==> src/rtl/core/twrsm_pkg.sv <==
package twrsm_pkg;

    localparam int IN_DATA_W  = 24;
    localparam int OUT_DATA_W = 16;
    localparam int CMD_W      = 2;
    localparam int CFG_IDX_W  = 2;
    localparam int CFG_DATA_W = 16;

    // result beat bit positions
    localparam int OB_EN    = 0;
    localparam int OB_CLK   = 1;
    localparam int OB_DOUT  = 2;
    localparam int OB_DRIVE = 3;
    localparam int OB_BUSY  = 4;
    localparam int OB_DONE  = 5;
    localparam int OB_RDLO  = 6;
    localparam int OB_RDHI  = 13;

    localparam logic [CMD_W-1:0] CMD_TICK  = 2'd0;
    localparam logic [CMD_W-1:0] CMD_WRITE = 2'd1;
    localparam logic [CMD_W-1:0] CMD_READ  = 2'd2;

    localparam logic [CFG_IDX_W-1:0] CFG_PHASE_TICKS = 2'd0;
    localparam logic [CFG_IDX_W-1:0] CFG_WRAP        = 2'd1;
    localparam logic [CFG_IDX_W-1:0] CFG_CTRL_ADDR   = 2'd2;

    localparam logic [15:0] RST_PHASE_TICKS = 16'd2;
    localparam logic        RST_WRAP        = 1'b1;
    localparam logic [7:0]  RST_CTRL_ADDR   = 8'd142;

    localparam logic [7:0] CTRL_PROTECT_OFF = 8'h00;
    localparam logic [7:0] CTRL_PROTECT_ON  = 8'h80;

    localparam logic [1:0] FS_PROT_OFF = 2'd0;
    localparam logic [1:0] FS_WRAPPED  = 2'd1;
    localparam logic [1:0] FS_PROT_ON  = 2'd2;
    localparam logic [1:0] FS_SINGLE   = 2'd3;

endpackage

==> src/rtl/core/three_wire_rtc_serial_master.sv <==
// Channel  | Dir | Beat contents
// s_*      | in  | tuser: cmd; tdata: reg_address, write_byte, data_pin_in
// m_*      | out | tdata: pin levels, busy, done, read_byte
// cfg_*    | in  | register index and write data, taken when write enable high
//
// One input beat is one bus time tick; every cycle can take one unless the result register is stalled.
// The result of a beat is written into the output register on acceptance.
// While that register is full and not taken, o_s_tready is low.
// Reset (i_rst_n low, synchronous) idles the sequencer and restores the
// register defaults.
module three_wire_rtc_serial_master (
    input  logic                                 i_clk,
    input  logic                                 i_rst_n,
    input  logic                                 i_s_tvalid,
    output logic                                 o_s_tready,
    // [7:0] reg_address, [15:8] write_byte, [16] data_pin_in
    input  logic [twrsm_pkg::IN_DATA_W-1:0]      i_s_tdata,
    // [1:0] cmd
    input  logic [twrsm_pkg::CMD_W-1:0]          i_s_tuser,
    output logic                                 o_m_tvalid,
    input  logic                                 i_m_tready,
    // [0] enable_pin, [1] clock_pin, [2] data_pin_out, [3] data_pin_drive,
    // [4] busy_res, [5] done_res, [13:6] read_byte
    output logic [twrsm_pkg::OUT_DATA_W-1:0]     o_m_tdata,
    input  logic                                 i_cfg_we,
    input  logic [twrsm_pkg::CFG_IDX_W-1:0]      i_cfg_idx,
    input  logic [twrsm_pkg::CFG_DATA_W-1:0]     i_cfg_data
);

    localparam logic [3:0] PH_IDLE   = 4'd0;
    localparam logic [3:0] PH_SETTLE = 4'd1;
    localparam logic [3:0] PH_LOW1   = 4'd2;
    localparam logic [3:0] PH_LOW2   = 4'd3;
    localparam logic [3:0] PH_HIGH   = 4'd4;
    localparam logic [3:0] PH_GAP    = 4'd5;
    localparam logic [3:0] PH_END    = 4'd6;

    logic [15:0] r_phase_ticks;
    logic        r_wrap;
    logic [7:0]  r_ctrl_addr;

    logic [3:0]  r_phase,     n_phase;
    logic [15:0] r_tick,      n_tick;
    logic [2:0]  r_bit,       n_bit;
    logic        r_byte,      n_byte;
    logic [1:0]  r_frame,     n_frame;
    logic [7:0]  r_out_shift, n_out_shift;
    logic [7:0]  r_in_shift,  n_in_shift;
    logic [7:0]  r_held_addr, n_held_addr;
    logic [7:0]  r_held_data, n_held_data;
    logic        r_is_read,   n_is_read;

    logic                               r_m_tvalid;
    logic [twrsm_pkg::OUT_DATA_W-1:0]   r_m_tdata, n_m_tdata;

    logic [twrsm_pkg::CMD_W-1:0] s_cmd;
    logic [7:0]  s_addr;
    logic [7:0]  s_wbyte;
    logic        s_pin;
    logic        w_accept;
    logic [15:0] w_limit;
    logic [15:0] w_tick_inc;
    logic        w_last;
    logic        w_free;
    logic        w_reading;
    logic [7:0]  w_cmd_addr;
    logic [7:0]  w_cmd_byte;
    logic [7:0]  w_data_byte;
    logic        w_done;
    logic        w_releasing;
    logic        w_en;
    logic        w_clk;
    logic        w_drive;

    assign s_cmd   = i_s_tuser;
    assign s_addr  = i_s_tdata[7:0];
    assign s_wbyte = i_s_tdata[15:8];
    assign s_pin   = i_s_tdata[16];

    assign o_s_tready = !r_m_tvalid || i_m_tready;
    assign w_accept   = i_s_tvalid && o_s_tready;
    assign o_m_tvalid = r_m_tvalid;
    assign o_m_tdata  = r_m_tdata;

    assign w_limit    = (r_phase_ticks == 16'd0) ? 16'd1 : r_phase_ticks;
    assign w_tick_inc = r_tick + 16'd1;
    assign w_last     = (r_frame == twrsm_pkg::FS_PROT_ON) ||
                        (r_frame == twrsm_pkg::FS_SINGLE);
    assign w_free     = (r_phase == PH_IDLE) || (r_phase > PH_END) ||
                        ((r_phase == PH_END) && w_last);
    assign w_reading  = r_is_read && r_byte;
    assign w_cmd_addr = ((r_frame == twrsm_pkg::FS_WRAPPED) ||
                         (r_frame == twrsm_pkg::FS_SINGLE)) ? r_held_addr : r_ctrl_addr;
    assign w_cmd_byte = r_is_read ? (w_cmd_addr | 8'h01) : (w_cmd_addr & 8'hFE);

    always_comb begin
        if (r_is_read) begin
            w_data_byte = 8'h00;
        end else if (r_frame == twrsm_pkg::FS_PROT_OFF) begin
            w_data_byte = twrsm_pkg::CTRL_PROTECT_OFF;
        end else if (r_frame == twrsm_pkg::FS_PROT_ON) begin
            w_data_byte = twrsm_pkg::CTRL_PROTECT_ON;
        end else begin
            w_data_byte = r_held_data;
        end
    end

    always_comb begin
        n_phase     = r_phase;
        n_tick      = r_tick;
        n_bit       = r_bit;
        n_byte      = r_byte;
        n_frame     = r_frame;
        n_out_shift = r_out_shift;
        n_in_shift  = r_in_shift;
        n_held_addr = r_held_addr;
        n_held_data = r_held_data;
        n_is_read   = r_is_read;
        if (w_free) begin
            if ((s_cmd == twrsm_pkg::CMD_WRITE) || (s_cmd == twrsm_pkg::CMD_READ)) begin
                n_held_addr = s_addr;
                n_is_read   = (s_cmd == twrsm_pkg::CMD_READ);
                if (s_cmd == twrsm_pkg::CMD_WRITE) begin
                    n_held_data = s_wbyte;
                end
                n_frame = ((s_cmd == twrsm_pkg::CMD_WRITE) && r_wrap) ?
                          twrsm_pkg::FS_PROT_OFF : twrsm_pkg::FS_SINGLE;
                n_byte  = 1'b0;
                n_bit   = 3'd0;
                n_phase = PH_SETTLE;
                n_tick  = 16'd0;
            end else begin
                n_phase = PH_IDLE;
            end
        end else if (r_phase == PH_END) begin
            n_frame = r_frame + 2'd1;
            n_byte  = 1'b0;
            n_bit   = 3'd0;
            n_phase = PH_SETTLE;
            n_tick  = 16'd0;
        end else begin
            n_tick = w_tick_inc;
            if (w_tick_inc >= w_limit) begin
                n_tick = 16'd0;
                unique case (r_phase)
                    PH_SETTLE: begin
                        n_byte      = 1'b0;
                        n_bit       = 3'd0;
                        n_out_shift = w_cmd_byte;
                        n_phase     = PH_LOW1;
                    end
                    PH_LOW1: begin
                        if (w_reading) begin
                            n_out_shift = {s_pin, r_out_shift[7:1]};
                        end
                        n_phase = PH_LOW2;
                    end
                    PH_LOW2: begin
                        n_phase = PH_HIGH;
                    end
                    PH_HIGH: begin
                        if (r_bit == 3'd7) begin
                            n_phase = PH_GAP;
                        end else begin
                            if (!w_reading) begin
                                n_out_shift = {1'b0, r_out_shift[7:1]};
                            end
                            n_bit   = r_bit + 3'd1;
                            n_phase = PH_LOW1;
                        end
                    end
                    PH_GAP: begin
                        if (!r_byte) begin
                            n_byte      = 1'b1;
                            n_bit       = 3'd0;
                            n_out_shift = w_data_byte;
                            n_phase     = PH_LOW1;
                        end else begin
                            if (r_is_read) begin
                                n_in_shift = r_out_shift;
                            end
                            n_phase = PH_END;
                        end
                    end
                    default: begin
                        n_phase = PH_IDLE;
                    end
                endcase
            end
        end
    end

    // pins reflect the state after this tick
    always_comb begin
        w_done      = (n_phase == PH_END) &&
                      ((n_frame == twrsm_pkg::FS_PROT_ON) ||
                       (n_frame == twrsm_pkg::FS_SINGLE));
        w_releasing = n_is_read && n_byte;
        if ((n_phase == PH_IDLE) || (n_phase == PH_SETTLE)) begin
            w_en    = 1'b0;
            w_clk   = 1'b0;
            w_drive = 1'b0;
        end else begin
            w_en    = (n_phase != PH_END);
            w_clk   = (n_phase == PH_HIGH) || (n_phase == PH_GAP) || (n_phase == PH_END);
            w_drive = !w_releasing;
        end
        n_m_tdata = '0;
        n_m_tdata[twrsm_pkg::OB_EN]    = w_en;
        n_m_tdata[twrsm_pkg::OB_CLK]   = w_clk;
        n_m_tdata[twrsm_pkg::OB_DOUT]  = w_drive && n_out_shift[0];
        n_m_tdata[twrsm_pkg::OB_DRIVE] = w_drive;
        n_m_tdata[twrsm_pkg::OB_BUSY]  = (n_phase != PH_IDLE) && !w_done;
        n_m_tdata[twrsm_pkg::OB_DONE]  = w_done;
        n_m_tdata[twrsm_pkg::OB_RDHI:twrsm_pkg::OB_RDLO] = n_in_shift;
    end

    always_ff @(posedge i_clk) begin
        if (!i_rst_n) begin
            r_phase_ticks <= twrsm_pkg::RST_PHASE_TICKS;
            r_wrap        <= twrsm_pkg::RST_WRAP;
            r_ctrl_addr   <= twrsm_pkg::RST_CTRL_ADDR;
        end else if (i_cfg_we) begin
            unique case (i_cfg_idx)
                twrsm_pkg::CFG_PHASE_TICKS: r_phase_ticks <= i_cfg_data;
                twrsm_pkg::CFG_WRAP:        r_wrap        <= i_cfg_data[0];
                twrsm_pkg::CFG_CTRL_ADDR:   r_ctrl_addr   <= i_cfg_data[7:0];
                default: ;
            endcase
        end
    end

    always_ff @(posedge i_clk) begin
        if (!i_rst_n) begin
            r_phase     <= PH_IDLE;
            r_tick      <= 16'd0;
            r_bit       <= 3'd0;
            r_byte      <= 1'b0;
            r_frame     <= twrsm_pkg::FS_PROT_OFF;
            r_out_shift <= 8'd0;
            r_in_shift  <= 8'd0;
            r_held_addr <= 8'd0;
            r_held_data <= 8'd0;
            r_is_read   <= 1'b0;
        end else if (w_accept) begin
            r_phase     <= n_phase;
            r_tick      <= n_tick;
            r_bit       <= n_bit;
            r_byte      <= n_byte;
            r_frame     <= n_frame;
            r_out_shift <= n_out_shift;
            r_in_shift  <= n_in_shift;
            r_held_addr <= n_held_addr;
            r_held_data <= n_held_data;
            r_is_read   <= n_is_read;
        end
    end

    always_ff @(posedge i_clk) begin
        if (!i_rst_n) begin
            r_m_tvalid <= 1'b0;
        end else if (w_accept) begin
            r_m_tvalid <= 1'b1;
        end else if (i_m_tready) begin
            r_m_tvalid <= 1'b0;
        end
    end

    always_ff @(posedge i_clk) begin
        if (w_accept) begin
            r_m_tdata <= n_m_tdata;
        end
    end

endmodule

==> config.mk <==
export PLATFORM = sky130hd
export DESIGN_NAME = three_wire_rtc_serial_master
export DESIGN_NICKNAME = d
export VERILOG_FILES = /design/src/rtl/core/twrsm_pkg.sv /design/src/rtl/core/three_wire_rtc_serial_master.sv
export SDC_FILE = /design/constraint.sdc
export NUM_CORES = 1
export LEC_CHECK = 0
export BUFFER_PORTS_ARGS = -buffer_cell sky130_fd_sc_hd__buf_2
export CAP_MARGIN = 20
export CORE_MARGIN = 5
export CORE_UTILIZATION = 53
export DETAILED_ROUTE_END_ITERATION = 12
export GPL_TIMING_DRIVEN = 0
export PLACE_DENSITY = 0.77
export SETUP_SLACK_MARGIN = 0.4
export SLEW_MARGIN = 20
export SYNTH_ARGS = -nofsm -noshare
export SYNTH_HDL_FRONTEND = slang
export SYNTH_SLANG_ARGS = --single-unit
==> constraint.sdc <==
create_clock -name i_clk -period 3.2 [get_ports i_clk]
set_clock_uncertainty 0.05 [all_clocks]
set_input_delay 0.64 -clock i_clk [delete_from_list [all_inputs] [get_ports i_clk]]
set_output_delay 0.64 -clock i_clk [all_outputs]
set_load 0.05 [all_outputs]
==> results by group, run 1 <==
Outcome
  • Status: finished, violations left
  • Failing checks: setup timing

Cells and area
  • Area Growth Syn to Fin: 23.2%
  • Final Util: roughly 67%
  • Multi-input gate area: roughly 3200 µm²
  • Fill cells: around 800
  • Layout Cells excl Fill: 814
  • Layout cells sized above 1: 28.5%
  • Nets: 749
  • Register area: approximately 2100 µm²
  • Ant diodes: 0

Floorplanning
  • Die area: ~12000 µm²
  • DIE HEIGHT: 110 µm
  • Core area: approximately 10000 µm²
  • Die width: about 110 µm
  • Boundary pin count: 67
  • Starting Density: between 50% and 60%
  • FP Rows: 36

Clock network
  • CTS tree: built
  • CTS Buf Count: 9
  • H-tree depth: 3
  • CTS Sinks: 97
  • CTS clk-pin slew, worst paths: ~0.1 ns
  • Clock Latency Late Sink: around 0.37 ns
  • Root Driver: clkbuf_8
  • Clock Tree Buf Depth: 2
  • CTS Hold Bufs: 0

Critical path
  • Startpoint types: flop
  • Crit end category: flop
  • Critical path buffers and inverters: 3
  • R2r setup slk: -0.13 ns
  • Register-to-Register Path Depth: 14
  • Critical path peak fanout: 4
  • Worst Setup EP: o_m_tdata[12]
  • CP arrival: 3.42 ns
  • Worst setup path class: flop to flop
  • CP peak stage delay: 0.36 ns
  • Cells along the critical path: and3_4 -> and3_4 -> nand4_1 -> buf_6 -> nor2_4 -> xnor2_1 -> ha_1 -> a21oi_1 -> o21ai_2 -> a21oi_2 -> buf_4 -> a311o_1 -> buf_4 -> mux2_2
  • Worst R2R Start: r_tick[2]
  • Slowest stage cell, crit path: dfxtp_4
  • CP Launch Point: r_tick[2]
  • Delay-heaviest family, CP: compound AO/OA/AOI/OAI gates
  • Reg2reg end: o_m_tdata[12]
  • Number of cells on the critical path: 14
  • Req. time, crit path: 3.29 ns

Min path
  • Hold Crit Class: flop to flop

Detailed routing
  • Vias/cell: 5.83
  • Antenna-violating nets left: 0
  • DR iter-0 viols: around 370
  • Vias: roughly 4700
  • DRT Pass-1 Iters: 5
  • DRC violations left: 0
  • Avg WL per Cell: 17.0 µm
  • Final wirelength: about 14 mm

Power and ir drop
  • Tot Pwr: roughly 0.0025 W
  • Comb power frac: approximately 16%
  • Clock power share: between 30% and 40%
  • Pwr dens: approximately 390 nW/µm²
  • Leakage: 2.75 nW
  • Reg power frac: between 50% and 60%
  • NetSw: ~0.00075 W
  • Internal power: ~0.0018 W
  • Switching share of power: between 20 and 30%
  • Peak supply drop: about 0.00025 V

Yosys
  • Yosys reg bits: just under 100
  • Post-synthesis compound-gate area fraction: approximately 18%
  • Synth Area in XOR/XNOR: about 2.5%
  • Post-synth ARST share: 0%
  • EDFF count, synth: 14
  • Top post-synthesis cells by area: dfxtp_1, edfxtp_1, nand2_1, ha_1, mux2i_1
  • Mux contribution to synthesized area: between 8 and 9%
  • Synth area leader: dfxtp_1
  • Syn_area_per_cell: approximately 9.1 µm²
  • Top FF cell, synth: dfxtp_1
  • Post-Synth Adder-Cell Area: under 10%
  • Synth Area in Simple Gates: a little over a fifth
  • Yosys warnings: 0
  • Commonest cells post-synth: nand2_1, dfxtp_1, inv_1
  • Top-count cell post-synth: nand2_1
  • Synth top area share: roughly a third
  • Post-synthesis cell count: 578
  • Mapped Area: 5280 µm²
  • Sequential-to-total area share from yosys stat: between 30% and 40%
  • Largest family of logic cells by synthesized area: simple AND/OR/NAND/NOR gates
  • Post-synthesis cell type count: 62

Placement
  • Routability congestion estimate: about 0.90
  • Number of port buffers: 55
  • Placed cell count: ~770
  • Hpwl dp: about 9.4 mm

Timing
  • Tcrit/Tclk final: 104%
  • Final Hold Vio Count: 0
  • Final WS setup: -0.126 ns
  • Slew HR: around a third
  • Final hold slack: 0.417 ns
  • Max Slew Vio Count: 0
  • Fin crit period: about 3.3 ns
  • Post-Route Setup TNS: -1.98 ns
  • RSZ-0062 raised after global routing: true
  • Fmax achieved: around 0.30 GHz
  • Final setup viols: 25
  • Worst-margin pin slew: 0.980 ns

Global routing
  • First-pass GRT wire length: approximately 22 mm
  • Initial antenna violation count: 0
  • Pin count of the biggest net entering global routing: 24
  • Gr ovfl total: 0
  • Total track usage: between 20% and 30%
  • Vias in the first global route: 4408

Flow run
  • Max cap viols: 0
-- cell type report --
type | count | area share (%)
Buffer | 31 | 2.81
Clock buffer | 10 | 1.96
Clock inverter | 6 | 1.13
Inverter | 32 | 1.85
Multi-Input combinational cell | 421 | 48.9
Sequential cell | 97 | 32.1
Tap cell | 133 | 2.56
Timing Repair Buffer | 84 | 8.63
-- metal layers --
metal / vias to the layer above / track usage (%) / wire [µm] / share of wire, %
li1: 2231 / - / - / -
met1: 2288 / 31.8 / 6040 / 44
met2: 205 / 36.1 / 6480 / 47
met3: 22 / 2.94 / 1050 / 7.6
met4: 0 / 8.64 / 262 / 1.9
met5: - / 0 / 0 / 0
-- cell usage in the layout (no fill, tap or decap), types with 6 or more instances in the layout --
cell      instances
a21boi_0         18
a21boi_1         17
a21oi_1          12
a22oi_1           7
and3_1            6
buf_2            58
buf_4            21
buf_6            12
clkbuf_1         18
clkbuf_8          9
dfxtp_1          78
edfxtp_1         14
ha_1             22
inv_1            31
mux2i_1          29
nand2_1          80
nand3_1          19
nand3_2          12
nor2_1           13
nor2b_1          23
nor3_1            7
o211a_1           9
o211ai_1          8
o21ai_0          18
o21ai_2          10
xnor2_1           9
-- metrics by stage --
step	area (µm²)	setup WS [ns]
after global placement	5790	-0.291
final	6510	-0.126
after CTS	6270	-0.0693
after floorplan	5340	0.181
after global routing	6510	-0.278
after detailed placement	5790	-0.322
-- power groups by stage --
stage,combinational [W],sequential [W],clock [W]
after floorplan,0.000222,0.00135,0
after global placement,0.000349,0.00132,0
after detailed placement,0.000357,0.00132,0
after CTS,0.000391,0.00129,0.000847
after global routing,0.000443,0.00130,0.000899
final,0.000415,0.00129,0.000838
-- worst reg2reg max path, cell delays in order (launching register included) --
cell and delay (ns):
dfxtp_4 0.36, and3_4 0.18, and3_4 0.22, nand4_1 0.11, buf_6 0.17, nor2_4 0.11, xnor2_1 0.17, ha_1 0.30
a21oi_1 0.18, o21ai_2 0.08, a21oi_2 0.19, buf_4 0.17, a311o_1 0.28, buf_4 0.18, mux2_2 0.33
-- kinds of logic (layout without fill, tap and decap cells) --
logic type	count (synthesis)	after routing
compound gates	126	126
xor+xnor	15	15
fa+ha+maj	24	24
buf+inv	63	163
flops	97	97
mux	41	41
other cells	1	2
simple gates	211	213
-- worst min-delay path by stage --
stage,to,cells after the start,start,slack [ns]
after floorplan,r_in_shift[6],2,r_in_shift[6],0.38
after global placement,r_in_shift[7],2,r_in_shift[7],0.39
after detailed placement,r_in_shift[6],2,r_in_shift[6],0.41
after CTS,r_tick[15],2,r_tick[15],0.42
after global routing,r_in_shift[5],2,r_in_shift[5],0.44
final,r_in_shift[0],2,r_in_shift[0],0.42
-- registers in the layout, indices dropped and copies added, names as in the netlist, 4 cells and up --
| signal | count |
|---|---|
| r_phase_ticks | 16 |
| r_tick | 16 |
| o_m_tdata | 14 |
| r_held_data | 8 |
| r_in_shift | 8 |
| r_out_shift | 8 |
| r_ctrl_addr | 7 |
| r_held_addr | 7 |
| r_phase | 4 |
-- repair_timing --
action | in CTS | in global routing
buffers inserted | 17 | 9
gates resized for setup | 41 | 24
pin swaps | 14 | 12
setup endpoints to repair | 53 | 53
endpoints found under the hold margin | 0 | 0
cloned | 1 | 4
Power figures use the tool's default switching activity.
==> run 2: changes to the inputs <==
--- a/config.mk
+++ b/config.mk
@@ -12,6 +12,7 @@
 export DETAILED_ROUTE_END_ITERATION = 12
 export GPL_TIMING_DRIVEN = 0
 export PLACE_DENSITY = 0.77
+export RECOVER_POWER = 100
 export SETUP_SLACK_MARGIN = 0.4
 export SLEW_MARGIN = 20
 export SYNTH_ARGS = -nofsm -noshare
==> results by group, run 2 (synthesis gave the netlist of run 1 again) <==
Timing
  • Slew HR: 17.7%
  • Final setup viols: 25
  • Final Hold Vio Count: 0
  • Fin crit period: 3.33 ns
  • Worst-margin pin slew: roughly 1.2 ns
  • Max Slew Vio Count: 0
  • Tcrit/Tclk final: 104%
  • Fmax achieved: approximately 0.30 GHz
  • Final WS setup: -0.127 ns
  • RSZ-0062 raised after global routing: true

Critical path
  • Slowest stage cell, crit path: dfxtp_4
  • CP arrival: approximately 3.4 ns
  • Crit end category: flop
  • Critical path buffers and inverters: 3
  • Delay-heaviest family, CP: compound AO/OA/AOI/OAI gates
  • R2r setup slk: -0.13 ns
  • Req. time, crit path: around 3.3 ns
  • Critical path peak fanout: 4
  • CP peak stage delay: between 0.3 and 0.4 ns
  • Worst setup path class: flop to flop
  • Startpoint types: flop
  • Cells along the critical path: and3_4 -> and3_4 -> nand4_1 -> buf_6 -> nor2_4 -> xnor2_1 -> ha_1 -> a21oi_1 -> o21ai_2 -> a21oi_2 -> buf_4 -> a311o_1 -> buf_4 -> mux2_2

Clock network
  • CTS tree: built
  • H-tree depth: 3
  • Clock Latency Late Sink: between 0.3 and 0.4 ns
  • Root Driver: clkbuf_8
  • CTS clk-pin slew, worst paths: approximately 0.10 ns
  • CTS Sinks: 97
  • CTS Buf Count: 9
  • CTS Hold Bufs: 0
  • Clock Tree Buf Depth: 2

Placement
  • Number of port buffers: 55
  • Routability congestion estimate: around 0.9
  • DP Worst Slack: -0.322 ns
  • Hpwl dp: approximately 9.4 mm

Outcome
  • Status: finished, violations left
  • Failing checks: setup timing

Cells and area
  • Final Util: between 60% and 70%
  • Layout cells sized above 1: roughly a quarter
  • Area Growth Syn to Fin: 22.4%
  • Fill cells: a little over 800
  • Most common cell after layout, fill and taps aside: nand2_1
  • Nets: ~750
  • Commonest non-fill, non-tap cells in the layout: nand2_1, dfxtp_1, buf_2, clkbuf_1, inv_1
  • Ant diodes: 0

Detailed routing
  • DRC violations left: 0
  • Avg WL per Cell: ~17 µm
  • Final wirelength: 13.8 mm
  • Vias/cell: just under 6
  • Vias: about 4700
  • Antenna-violating nets left: 0
  • DR iter-0 viols: approximately 410
  • DRT Pass-1 Iters: 8

Flow run
  • Max cap viols: 0

Global routing
  • Vias in the first global route: between 4000 and 5000
  • First-pass GRT wire length: 21.5 mm
  • Gr ovfl total: 0
  • Total track usage: between 20% and 30%
  • Pin count of the biggest net entering global routing: 24
  • Initial antenna violation count: 0

Power and ir drop
  • NetSw: roughly 0.00075 W
  • Comb power frac: 16.1%
  • Clock power share: around a third
  • Switching share of power: 29.3%
  • Reg power frac: 50.9%
  • Leakage: ~2.7 nW
  • Internal power: approximately 0.0018 W
  • Peak supply drop: about 0.00025 V
  • Pwr dens: 393 nW/µm²

Floorplanning
  • Core area: ~10000 µm²
  • Starting Density: 54.3%
  • Die width: around 110 µm
  • Die area: around 12000 µm²
  • FP Rows: 36
  • DIE HEIGHT: approximately 110 µm
  • Boundary pin count: 67

Min path
  • Hold Crit Class: flop to flop
run 2: final timing paths:
path,startpoint,end,depth (start not counted)
min reg2reg,r_in_shift[0],r_in_shift[0],2
max reg2reg,r_tick[2],o_m_tdata[12],14
max,r_tick[2],o_m_tdata[12],14
min,r_in_shift[0],r_in_shift[0],2
run 2: power by group through the flow:
stage	Sequential (W)	Clock, W	Combinational [W]
2_1_floorplan	0.00135	0	0.000222
3_3_place_gp	0.00132	0	0.000349
6_report	0.00129	0.000839	0.000410
5_1_grt	0.00130	0.000899	0.000438
3_5_place_dp	0.00132	0	0.000357
4_1_cts	0.00129	0.000847	0.000391
run 2: layout make-up:
cell class | count | area (µm²) | share of cell area [%]
flip-flops and latches | 97 | 2090 | 32.3
clock buffers | 10 | 128 | 1.97
clock inverters | 6 | 73.8 | 1.14
multi-input cells | 421 | 3170 | 49.0
plain buffers | 31 | 181 | 2.81
repair buffers | 84 | 541 | 8.36
inverters | 32 | 120 | 1.86
well taps | 133 | 166 | 2.57
run 2: timing repair:
action,in CTS,in global routing
pin swaps,14,12
hold endpoints to repair,0,0
gates resized for setup,41,24
cloned,1,4
buffers inserted,17,9
setup endpoints to repair,53,53
run 2: per-layer routing:
metal / wire (µm) / GRT usage, %
met5: 0 / 0
met4: 294 / 8.64
met3: 1020 / 2.94
met2: 6480 / 36.1
met1: 6010 / 31.8
run 2: stage by stage:
stage | std cells | setup TNS (ns) | power [W] | area [µm²] | hold slack [ns]
5_1_grt | 814 | -6.66 | 0.00264 | 6470 | 0.437
6_report | 814 | -2.00 | 0.00254 | 6470 | 0.417
3_3_place_gp | 767 | -7.16 | 0.00167 | 5790 | 0.390
3_5_place_dp | 767 | -9.35 | 0.00168 | 5790 | 0.405
2_1_floorplan | 579 | 0 | 0.00157 | 5340 | 0.383
4_1_cts | 801 | -0.477 | 0.00253 | 6270 | 0.422
run 2: worst min-delay path: stages, from the launching register on:
cell and delay (ns):
dfxtp_1 0.34, nand3_2 0.06, o21ai_2 0.04
